### config.mk
export PLATFORM = sky130hd
export DESIGN_NAME = sorted_set_union_intersection
export DESIGN_NICKNAME = d
export VERILOG_FILES = /design/src/rtl/ssui_pkg.sv /design/src/rtl/ssui_mem.sv /design/src/rtl/sorted_set_union_intersection.sv
export SDC_FILE = /design/constraint.sdc
export NUM_CORES = 2
export LEC_CHECK = 0
export ABC_AREA = 1
export BUFFER_PORTS_ARGS = -buffer_cell sky130_fd_sc_hd__buf_2
export CORE_ASPECT_RATIO = 1.75
export CORE_MARGIN = 2
export CORE_UTILIZATION = 35
export DETAILED_ROUTE_END_ITERATION = 6
export PLACE_DENSITY_LB_ADDON = 0.3
export SYNTH_ARGS = -nofsm -noshare
export SYNTH_HDL_FRONTEND = slang
export SYNTH_HIERARCHICAL = 1
export SYNTH_SLANG_ARGS = --single-unit
### constraint.sdc
create_clock -name clk_i -period 11.7 [get_ports clk_i]
set_input_delay 2.34 -clock clk_i [delete_from_list [all_inputs] [get_ports clk_i]]
set_output_delay 2.34 -clock clk_i [all_outputs]
set_load 0.02 [all_outputs]
### src/rtl/ssui_pkg.sv
`default_nettype none
// ----------------------------------------------------------------------------
// ssui_pkg
// Shared types, op codes and the signed compare used by the set union /
// intersection engine and its element stores.
// ----------------------------------------------------------------------------
package ssui_pkg;

  localparam int unsigned ValueW      = 32;
  localparam int unsigned OpW         = 3;
  localparam int unsigned SetDepthDef = 16;

  typedef logic signed [ValueW-1:0] value_t;
  typedef logic [OpW-1:0]           op_t;

  localparam op_t OpClear = 3'd0;
  localparam op_t OpAppA  = 3'd1;
  localparam op_t OpAppB  = 3'd2;
  localparam op_t OpUnion = 3'd3;
  localparam op_t OpInter = 3'd4;

  function automatic logic less_than(input value_t x, input value_t y);
    return x < y;
  endfunction

endpackage
`default_nettype wire

### src/rtl/ssui_mem.sv
`default_nettype none
// ----------------------------------------------------------------------------
// ssui_mem
// Element store for one set: one write port and one read port with
// registered read data.
// ----------------------------------------------------------------------------
module ssui_mem import ssui_pkg::*; #(
  parameter int unsigned Depth = SetDepthDef,
  localparam int unsigned AddrW = (Depth > 1) ? $clog2(Depth) : 1
) (
  input  wire logic             clk_i,
  input  wire logic             we_i,
  input  wire logic [AddrW-1:0] waddr_i,
  input  wire value_t           wdata_i,
  input  wire logic [AddrW-1:0] raddr_i,
  output value_t                rdata_o
);

  value_t mem_q [Depth];

  always_ff @(posedge clk_i) begin
    if (we_i) begin
      mem_q[waddr_i] <= wdata_i;
    end
  end

  always_ff @(posedge clk_i) begin
    rdata_o <= mem_q[raddr_i];
  end

endmodule
`default_nettype wire

### src/rtl/sorted_set_union_intersection.sv
`default_nettype none
// ----------------------------------------------------------------------------
// sorted_set_union_intersection
// Two signed value sets with clear/append loads and union/intersection
// commands that sort both sets in place and stream the merged answer.
// ----------------------------------------------------------------------------
// Loads are written while idle. A command sorts A then B in place by selection sort
//   (load a candidate, compare it with the rest, write the minimum back), then merges.
// Throughput: one item at a time; busy_o stays high for the whole command,
//   set by the single read port of each store and the shared comparator.
// Results are strobed on valid_o for one cycle each; the receiver cannot stall.
// Reset clears counts, overflow flag and control; stores are undefined.
// ----------------------------------------------------------------------------
module sorted_set_union_intersection import ssui_pkg::*; #(
  parameter int unsigned SetDepth = SetDepthDef
) (
  input  wire logic  clk_i,
  input  wire logic  rst_ni,
  input  wire logic  start_i,
  output logic       busy_o,
  input  wire op_t   op_i,
  input  wire value_t value_i,
  output logic       valid_o,
  output value_t     value_res_o,
  output logic       last_o,
  output logic       empty_res_o,
  output logic       overflow_o
);

  localparam int unsigned CntW = $clog2(SetDepth + 1);
  localparam int unsigned IdxW = (SetDepth > 1) ? $clog2(SetDepth) : 1;

  localparam logic [2:0] StIdle  = 3'd0;
  localparam logic [2:0] StSortI = 3'd1;
  localparam logic [2:0] StLoad  = 3'd2;
  localparam logic [2:0] StCmp   = 3'd3;
  localparam logic [2:0] StWb    = 3'd4;
  localparam logic [2:0] StMrgRd = 3'd5;
  localparam logic [2:0] StMrg   = 3'd6;

  logic [2:0]      state_q, state_d;
  logic [CntW-1:0] cnt_a_q, cnt_a_d, cnt_b_q, cnt_b_d;
  logic            drop_q, drop_d;
  logic            union_q, union_d;
  logic            selb_q, selb_d;
  logic [CntW-1:0] i_q, i_d, j_q, j_d;
  logic [CntW-1:0] ia_q, ia_d, ib_q, ib_d;
  value_t          cur_q, cur_d;
  logic            pend_vld_q, pend_vld_d;
  value_t          pend_val_q, pend_val_d;
  logic            vld_q, vld_d;
  value_t          oval_q, oval_d;
  logic            last_q, last_d;
  logic            oemp_q, oemp_d;
  logic            oovf_q, oovf_d;

  logic            we_a, we_b;
  logic [IdxW-1:0] waddr;
  value_t          wdata;
  logic [IdxW-1:0] raddr_a, raddr_b;
  value_t          rdata_a, rdata_b;

  logic            sort_rd;
  logic [IdxW-1:0] sort_raddr;
  logic [CntW-1:0] n_sel, i_inc, j_inc;
  value_t          rd_sel, cmp_x, cmp_y;
  logic            cmp_lt, cmp_eq;
  logic            have_a, have_b, emit;
  value_t          emit_val;
  logic            merging;

  ssui_mem #(.Depth(SetDepth)) u_mem_a (
    .clk_i   (clk_i),
    .we_i    (we_a),
    .waddr_i (waddr),
    .wdata_i (wdata),
    .raddr_i (raddr_a),
    .rdata_o (rdata_a)
  );

  ssui_mem #(.Depth(SetDepth)) u_mem_b (
    .clk_i   (clk_i),
    .we_i    (we_b),
    .waddr_i (waddr),
    .wdata_i (wdata),
    .raddr_i (raddr_b),
    .rdata_o (rdata_b)
  );

  assign n_sel   = selb_q ? cnt_b_q : cnt_a_q;
  assign rd_sel  = selb_q ? rdata_b : rdata_a;
  assign i_inc   = i_q + CntW'(1);
  assign j_inc   = j_q + CntW'(1);
  assign merging = (state_q == StMrg);
  assign have_a  = (ia_q < cnt_a_q);
  assign have_b  = (ib_q < cnt_b_q);

  // shared comparator: sort compares s[j] against the held minimum,
  // merge compares head of B against head of A
  assign cmp_x  = merging ? rdata_b : rd_sel;
  assign cmp_y  = merging ? rdata_a : cur_q;
  assign cmp_lt = less_than(cmp_x, cmp_y);
  assign cmp_eq = (cmp_x == cmp_y);

  always_comb begin
    state_d    = state_q;
    cnt_a_d    = cnt_a_q;
    cnt_b_d    = cnt_b_q;
    drop_d     = drop_q;
    union_d    = union_q;
    selb_d     = selb_q;
    i_d        = i_q;
    j_d        = j_q;
    ia_d       = ia_q;
    ib_d       = ib_q;
    cur_d      = cur_q;
    pend_vld_d = pend_vld_q;
    pend_val_d = pend_val_q;
    vld_d      = 1'b0;
    oval_d     = oval_q;
    last_d     = last_q;
    oemp_d     = oemp_q;
    oovf_d     = oovf_q;
    we_a       = 1'b0;
    we_b       = 1'b0;
    waddr      = '0;
    wdata      = value_i;
    raddr_a    = ia_q[IdxW-1:0];
    raddr_b    = ib_q[IdxW-1:0];
    sort_rd    = 1'b0;
    sort_raddr = '0;
    emit       = 1'b0;
    emit_val   = rdata_a;

    case (state_q)
      StIdle: begin
        if (start_i) begin
          case (op_i)
            OpClear: begin
              cnt_a_d = '0;
              cnt_b_d = '0;
              drop_d  = 1'b0;
            end
            OpAppA: begin
              if (cnt_a_q < CntW'(SetDepth)) begin
                we_a    = 1'b1;
                waddr   = cnt_a_q[IdxW-1:0];
                cnt_a_d = cnt_a_q + CntW'(1);
              end else begin
                drop_d = 1'b1;
              end
            end
            OpAppB: begin
              if (cnt_b_q < CntW'(SetDepth)) begin
                we_b    = 1'b1;
                waddr   = cnt_b_q[IdxW-1:0];
                cnt_b_d = cnt_b_q + CntW'(1);
              end else begin
                drop_d = 1'b1;
              end
            end
            OpUnion, OpInter: begin
              union_d    = (op_i == OpUnion);
              selb_d     = 1'b0;
              i_d        = '0;
              pend_vld_d = 1'b0;
              state_d    = StSortI;
            end
            default: begin
            end
          endcase
        end
      end
      StSortI: begin
        if (i_inc >= n_sel) begin
          if (selb_q) begin
            ia_d    = '0;
            ib_d    = '0;
            state_d = StMrgRd;
          end else begin
            selb_d = 1'b1;
            i_d    = '0;
          end
        end else begin
          sort_rd    = 1'b1;
          sort_raddr = i_q[IdxW-1:0];
          j_d        = i_inc;
          state_d    = StLoad;
        end
      end
      StLoad: begin
        cur_d      = rd_sel;
        sort_rd    = 1'b1;
        sort_raddr = j_q[IdxW-1:0];
        state_d    = StCmp;
      end
      StCmp: begin
        if (cmp_lt) begin
          we_a  = !selb_q;
          we_b  = selb_q;
          waddr = j_q[IdxW-1:0];
          wdata = cur_q;
          cur_d = rd_sel;
        end
        j_d = j_inc;
        if (j_inc < n_sel) begin
          sort_rd    = 1'b1;
          sort_raddr = j_inc[IdxW-1:0];
        end else begin
          state_d = StWb;
        end
      end
      StWb: begin
        we_a    = !selb_q;
        we_b    = selb_q;
        waddr   = i_q[IdxW-1:0];
        wdata   = cur_q;
        i_d     = i_inc;
        state_d = StSortI;
      end
      StMrgRd: begin
        state_d = StMrg;
      end
      StMrg: begin
        state_d = StMrgRd;
        if (have_a && have_b) begin
          if (cmp_lt) begin
            emit     = union_q;
            emit_val = rdata_b;
            ib_d     = ib_q + CntW'(1);
          end else if (!cmp_eq) begin
            emit = union_q;
            ia_d = ia_q + CntW'(1);
          end else begin
            emit = 1'b1;
            ia_d = ia_q + CntW'(1);
            ib_d = ib_q + CntW'(1);
          end
        end else if (union_q && have_a) begin
          emit = 1'b1;
          ia_d = ia_q + CntW'(1);
        end else if (union_q && have_b) begin
          emit     = 1'b1;
          emit_val = rdata_b;
          ib_d     = ib_q + CntW'(1);
        end else begin
          // flush the held element as the final transfer, or report empty
          vld_d   = 1'b1;
          last_d  = 1'b1;
          oovf_d  = drop_q;
          oemp_d  = !pend_vld_q;
          oval_d  = pend_vld_q ? pend_val_q : '0;
          state_d = StIdle;
        end
        if (emit) begin
          pend_vld_d = 1'b1;
          pend_val_d = emit_val;
          if (pend_vld_q) begin
            vld_d  = 1'b1;
            oval_d = pend_val_q;
            last_d = 1'b0;
            oemp_d = 1'b0;
            oovf_d = drop_q;
          end
        end
      end
      default: begin
        state_d = StIdle;
      end
    endcase

    if (sort_rd) begin
      if (selb_q) begin
        raddr_b = sort_raddr;
      end else begin
        raddr_a = sort_raddr;
      end
    end
  end

  always_ff @(posedge clk_i or negedge rst_ni) begin
    if (!rst_ni) begin
      state_q    <= StIdle;
      cnt_a_q    <= '0;
      cnt_b_q    <= '0;
      drop_q     <= 1'b0;
      union_q    <= 1'b0;
      selb_q     <= 1'b0;
      i_q        <= '0;
      j_q        <= '0;
      ia_q       <= '0;
      ib_q       <= '0;
      pend_vld_q <= 1'b0;
      vld_q      <= 1'b0;
      last_q     <= 1'b0;
      oemp_q     <= 1'b0;
      oovf_q     <= 1'b0;
    end else begin
      state_q    <= state_d;
      cnt_a_q    <= cnt_a_d;
      cnt_b_q    <= cnt_b_d;
      drop_q     <= drop_d;
      union_q    <= union_d;
      selb_q     <= selb_d;
      i_q        <= i_d;
      j_q        <= j_d;
      ia_q       <= ia_d;
      ib_q       <= ib_d;
      pend_vld_q <= pend_vld_d;
      vld_q      <= vld_d;
      last_q     <= last_d;
      oemp_q     <= oemp_d;
      oovf_q     <= oovf_d;
    end
  end

  always_ff @(posedge clk_i) begin
    cur_q      <= cur_d;
    pend_val_q <= pend_val_d;
    oval_q     <= oval_d;
  end

  assign busy_o      = (state_q != StIdle);
  assign valid_o     = vld_q;
  assign value_res_o = oval_q;
  assign last_o      = last_q;
  assign empty_res_o = oemp_q;
  assign overflow_o  = oovf_q;

  a_cnt_bound: assert property (@(posedge clk_i) disable iff (!rst_ni)
    (cnt_a_q <= CntW'(SetDepth)) && (cnt_b_q <= CntW'(SetDepth)))
    else $error("set count beyond depth");

  a_cmd_busy: assert property (@(posedge clk_i) disable iff (!rst_ni)
    (start_i && !busy_o && ((op_i == OpUnion) || (op_i == OpInter))) |=> busy_o)
    else $error("command accepted without going busy");

  a_sort_idx: assert property (@(posedge clk_i) disable iff (!rst_ni)
    ((state_q == StLoad) || (state_q == StCmp)) |->
    (i_q < n_sel) && (j_q < n_sel))
    else $error("sort index out of range");

  a_empty_last: assert property (@(posedge clk_i) disable iff (!rst_ni)
    (valid_o && empty_res_o) |-> (last_o && (value_res_o == '0) && !pend_vld_q))
    else $error("empty transfer malformed");

  a_result_from_cmd: assert property (@(posedge clk_i) disable iff (!rst_ni)
    valid_o |-> $past(state_q == StMrg))
    else $error("transfer outside merge");

endmodule
`default_nettype wire

## Word level (Yosys, flattened, before mapping)

Memories as Yosys holds them, arrays and structs flattened. A register that Yosys moved wholly into a read port is not among the register bits.
Cells that the tools add are included.

| word-level totals | value |
|---|---|
| input port bits | 38 |
| RAM bits | 1024 |
| word-level logic and storage cells | 210 |
| register bits | 137 |
| output and inout bits | 37 |
| memories | 2 |

Memory list:

| memory | depth | width | rd ports | clocked after memory_dff | write ports | RTL line | text |
|---|---|---|---|---|---|---|---|
| u_mem_a.mem_q | 16 | 32 | 1 | 1 | 1 | ssui_mem.sv:19 | `value_t mem_q [Depth];` |
| u_mem_b.mem_q | 16 | 32 | 1 | 1 | 1 | ssui_mem.sv:19 |  |

| operators by class | value |
|---|---|
| multiplexer cells | 116 |
| $add $sub $neg | 6 |
| $lt $le $gt $ge | 7 |
| equal/unequal tests | 30 |
| reduce and logical (&&, ||, !) cells | 31 |

Operators by type and width:

| operator | number |
|---|---|
| 2-to-1 mux 32 bit | 15 |
| case mux 32 bit (2 select lines) | 2 |
| 2-to-1 mux 5 bit | 18 |
| case mux 5 bit (2 select lines) | 5 |
| 2-to-1 mux 1 bit | 47 |
| 2-to-1 mux 4 bit | 10 |
| equality test 32 bit | 1 |
| < comparator 32 bit | 1 |
| adder 5 x 1 -> 5 bit, second input constant | 6 |
| 2-to-1 mux 3 bit | 8 |
| case mux 4 bit (3 select lines) | 2 |
| inequality test 2 bit, second input constant | 11 |
| case mux 3 bit (7 select lines) | 1 |
| AND reduction 4 bit | 5 |
| < comparator 5 bit | 3 |
| case mux 5 bit (3 select lines) | 1 |
| AND reduction 5 bit | 3 |
| nonzero test 2 bit | 7 |
| equality test 3 x 2 -> 1 bit, second input constant | 4 |
| equality test 3 bit, second input constant | 4 |
| case mux 1 bit (3 select lines) | 4 |
| < comparator 5 bit, second input constant | 2 |
| inequality test 3 bit, second input constant | 3 |
| nonzero test 3 bit | 3 |
| 14 further kinds | 24 |

## Longest topological paths before layout

| depth | value |
|---|---|
| depth in word-level cells | 9 |
| mapped depth | 28 |
| mapped depth without buffers | 26 |

## By module

Netlist, hierarchy kept.

By module, submodules not included:

| module | seq. area each (sq um) | instances | cells each | area an instance (sq um) |
|---|---|---|---|---|
| ssui_mem at u_mem_a | 16015.4 | 1 | 2122 | 22731.8 |
| ssui_mem at u_mem_b | 16015.4 | 1 | 2120 | 22730.6 |
| sorted_set_union_intersection | 3908.7 | 1 | 1559 | 10876.7 |

## Least setup slack after synthesis

OpenSTA, ideal clock, no wires.

| timing | value |
|---|---|
| kind | reg2reg |
| start point | register state_q[0] |
| end point | memory u_mem_a/mem_q[13][0] (netlist name), enable pin |
| path buffers | 2 |
| period minus slack after synthesis | 5.743 ns |
| data required time | 11.279 ns |
| arrival | 5.322 ns |
| setup slack | 5.957 ns |
| stages on the path, launching flop included | 20 |
| cell sequence | dfrtp_1 > inv_1 > nand2_1 > nor2_4 > clkbuf_1 > o21ai_0 > ha_1 > a21oi_1 > o21a_1 > nand2_1 > a21oi_1 > nand3_1 > nand2_1 > buf_2 > nand2_1 > o211ai_1 > inv_1 > nor2_1 > nand2_1 > nor2_1 |

| between the ends | value |
|---|---|
| elaborated cells on any way between the ends | 13 |
| those cells by class | 1 x order compare; 3 x eq/ne; 8 x mux; 1 x reduce/logical |

RTL lines:

| what | RTL line | text |
|---|---|---|
| from (decl) | sorted_set_union_intersection.sv:41 | `logic [2:0] state_q, state_d;` |
| from (signal assigned) | sorted_set_union_intersection.sv:283 | `state_q <= StIdle;` |
| from (signal assigned) | sorted_set_union_intersection.sv:299 | `state_q <= state_d;` |
| equality test 3 bit | sorted_set_union_intersection.sv:94 | `assign merging = (state_q == StMrg);` |
| 2-to-1 mux 32 bit, on equally long branches | sorted_set_union_intersection.sv:100, sorted_set_union_intersection.sv:101 |  |
| < comparator 32 bit | ssui_pkg.sv:23 | `return x < y;` |
| 2-to-1 mux 4 bit | sorted_set_union_intersection.sv:198 | `if (cmp_lt) begin` |
| case mux 4 bit (3 select lines) (*) | sorted_set_union_intersection.sv:135 | `case (state_q)` |
| net waddr[0] | sorted_set_union_intersection.sv:58 | `logic [IdxW-1:0] waddr;` |
| to (decl) | ssui_mem.sv:19 |  |

Mark *: on every way through the listed nets, which the timed path passes. The rest lies on a longest branch.

## Worst setup path after layout

| timing | value |
|---|---|
| start point | register state_q[0] |
| end point | memory u_mem_b/mem_q[5][1] (netlist name), enable pin |

| between the ends | value |
|---|---|
| elaborated cells on any way between the ends | 13 |
| those cells by class | 1 x order compare; 3 x eq/ne; 8 x mux; 1 x reduce/logical |

RTL lines:

| what | RTL line |
|---|---|
| equality test 3 bit | sorted_set_union_intersection.sv:94 |
| 2-to-1 mux 32 bit, on equally long branches | sorted_set_union_intersection.sv:100, sorted_set_union_intersection.sv:101 |
| < comparator 32 bit | ssui_pkg.sv:23 |
| 2-to-1 mux 4 bit | sorted_set_union_intersection.sv:198 |
| case mux 4 bit (3 select lines) (*) | sorted_set_union_intersection.sv:135 |
| net waddr[2] | sorted_set_union_intersection.sv:58 |
| to (decl) | ssui_mem.sv:19 |

Marks and branches as above.

==> results.tsv <==
metric	value	unit
p_leak	26.20	nW
fp.dieH	534.8	um
grt_pass1_vias	38322	
post_cts_buffers	0	
power_frac_comb	44.4	%
hold_viol_final	0	
synth_cell_types	49	
cts_tree	built	
nets	5870	
cp-end-kind	flip-flop	
syn_nets	5894	
finalClockSkew	0.03075	ns
min_period	7.287	ns
fin_crit_sh	62.28	%
netlist_area	56340	um2
grt_overflow	0	
grt_max_degree	169	
tns	0	ns
clkTransAtPathRegs	0.07	ns
holdCritStartpoint	drop_q$_DFFE_PN0P_	
num_vias	39511	
p_clk_share	19.7	%
io_pins	75	
cts_made_buffers	106	
layout-drive-gt1-share	7.142	%
cts_root_buf	clkbuf_16	
cts_buffer_depth	3	
critical_path_arrival	7.63	ns
cp-start-kind	flip-flop	
max_slew_margin	6.787	%
portBuffers	74	
synth-edff-count	1120	
async_reset_ff_share	3.347	%
required	12.05	ns
p_switching	8.249	mW
crit_type	flip-flop to flip-flop	
grtUsageTotal	20.47	%
ctsHoldBuffers	0	
post_synth_inst_count	5801	
insertion_delay	0.74	ns
maxCapViolCount	0	
globalplace.congestion	0.9160	
die_area	164300	um2
final_antenna_net_count	0	
tightest_slew	1.394	ns
initialDrtViolationCount	3300	
rows	194	
area_growth	10.35	%
viasPerCell	4.958	
ys_ff_latch	1225	
dp_hpwl	105.5	mm
dr.pass1.iters	6	
setup_viol	0	
die_x	307.3	um
rr_startpoint	state_q[0]$_DFFE_PN0P_	
pwr-share-seq	35.9	%
htree_num_levels	3	
grt_pass1_wl	248.3	mm
fin_util	38.92	%
core	159700	um2
pre_cts_ws	4.588	ns
syn_area_per_cell	9.712	um2
swShare	45.00	%
route.detailed.drc	0	
status	complete, no violations	
ys_seq_area_share	63.79	%
antenna_found_initial	26	
rsz0062_at_grt	no	
cts_sinks	1225	
routed_wl	169.2	mm
powerDensity	294.8	nW/um2
hold_path.class	flip-flop to flip-flop	
start_util	35.27	%
ys_warn_count	6	
hold-worst-slack	0.5104	ns
setup_slack	4.413	ns
ir_drop	0.0002991	V
finalMaxSlewViolations	0	
wl_per_cell	21.23	um
max_freq	0.1372	GHz
p_int	10.08	mW
crit_fanout	104	
ctsResizeCount	0	
synthFlopType	edfxtp_1	
crit_path_start	state_q[0]$_DFFE_PN0P_	
==> cells in the mapped netlist, drive strengths merged, types with 3 or more instances <==
library cell     n  area [um2]
o211ai          67       503.0
or2              7       43.79
nand4            7       43.79
a21oi           28       140.1
xor2            12       105.1
inv           1005        3777
dfrtp           41        1026
o22ai           10       62.56
a31oi           63       394.1
nand3          836        4202
nor2           100       392.9
edfxtp        1120       33630
ha              55       688.2
buf            219        1516
dfxtp           64        1281
nand2         1857        6983
clkbuf          77       290.3
nand3b           3       22.52
o21ai          200        1001
nor3             7       50.05
o221ai           4       35.03
==> metrics by stage <==
stage | power (mW) | cells | cell area (um2)
2_1_floorplan | 12.01 | 5801 | 56340
3_3_place_gp | 14.73 | 7726 | 58510
3_5_place_dp | 14.82 | 7726 | 58510
4_1_cts | 18.45 | 7924 | 62040
5_1_grt | 19.42 | 7967 | 62160
6_report | 18.33 | 7969 | 62170
==> per-layer routing <==
metal  part of all wire, %  wire, um  up-vias  track usage, %
li1                      -         -    18853               -
met1                    35     58890    19117           21.38
met2                    53     90200     1168           37.85
met3                   4.6      7784      371           2.441
met4                   7.3     12270        2           14.34
met5                0.0077        13        -               0
==> critical path, stage by stage, from the launching register on <==
cell	delay (ns)
dfrtp_1	0.41
inv_1	0.17
nand2_1	0.13
nor2_4	0.09
buf_4	0.83
inv_2	0.43
buf_4	0.42
nand2_1	0.11
o21ai_0	0.10
ha_1	0.37
a21oi_1	0.18
o21a_1	0.13
nand2_1	0.05
a21oi_1	0.19
nand3_1	0.20
nand2_4	0.47
nand2_1	0.25
o211ai_1	0.72
nand3b_1	0.50
nor2_4	0.99
==> cells in the final DEF (no fill, tap or decap), drive strengths merged, types with 10 or more instances in the layout <==
master / synthesis / layout
edfxtp: 1120 / 1120
dfrtp: 41 / 41
nand3: 836 / 836
clkinv: 2 / 49
ha: 55 / 55
bufinv: 0 / 11
inv: 1005 / 1006
o211ai: 67 / 67
xor2: 12 / 12
diode: 0 / 44
o22ai: 10 / 10
dfxtp: 64 / 64
buf: 219 / 164
nand2: 1857 / 1857
o21ai: 200 / 200
a31oi: 63 / 63
a21oi: 28 / 28
clkbuf: 77 / 132
nor2: 100 / 100
==> registers in the layout, summed over array words and instances (netlist names), 3 cells and up <==
signal,cells
cur_q,32
i_q,5
value_res_o,32
ia_q,5
state_q,3
u_mem_b/rdata_o,32
u_mem_b/mem_q,512
pend_val_q,32
u_mem_a/mem_q,512
j_q,5
cnt_a_q,5
u_mem_a/rdata_o,32
ib_q,5
cnt_b_q,5
==> layout make-up <==
type	count	area, um2
Fill cell	15547	97550
Sequential cell	1225	35940
Multi-Input combinational cell	3273	15120
Inverter	1007	3801
Clock buffer	132	2833
Tap cell	2058	2575
Timing Repair Buffer	164	1091
Clock inverter	66	694.4
Antenna cell	44	110.1
==> kinds of logic (layout without fill, tap and decap cells) <==
kind of cell / count (synthesis) / after routing / share of synthesized area, %
adder cells (fa/ha/maj): 55 / 55 / 1.221
flip-flops: 1225 / 1225 / 63.79
AND/OR/NAND/NOR: 2821 / 2821 / 20.89
other: 0 / 44 / 0
AO/OA/AOI/OAI: 384 / 384 / 3.966
buffers and inverters: 1303 / 1369 / 9.925
XOR/XNOR: 13 / 13 / 0.2021
==> power by group through the flow <==
stage          sequential (mW)  combinational, mW  clock [mW]
5_1_grt                   6.59               8.98        3.85
3_5_place_dp              6.66               8.16           0
2_1_floorplan             6.39               5.61           0
3_3_place_gp              6.66               8.07           0
4_1_cts                   6.57               8.19        3.69
6_report                  6.58               8.13        3.62
==> worst paths after layout <==
check,endpoint,slack [ns],depth (start not counted)
max in group asynchronous,selb_q$_DFFE_PN0P_,9.62,2
max,u_mem_b/mem_q[5][1]$_DFFE_PP_,4.41,19
min,overflow_o$_DFFE_PN0N_,0.51,2
min reg2reg,overflow_o$_DFFE_PN0N_,0.51,2
min in group asynchronous,j_q[3]$_DFFE_PN0P_,1.65,2
max reg2reg,u_mem_b/mem_q[5][1]$_DFFE_PP_,4.41,19
Power figures use the tool's default switching activity.
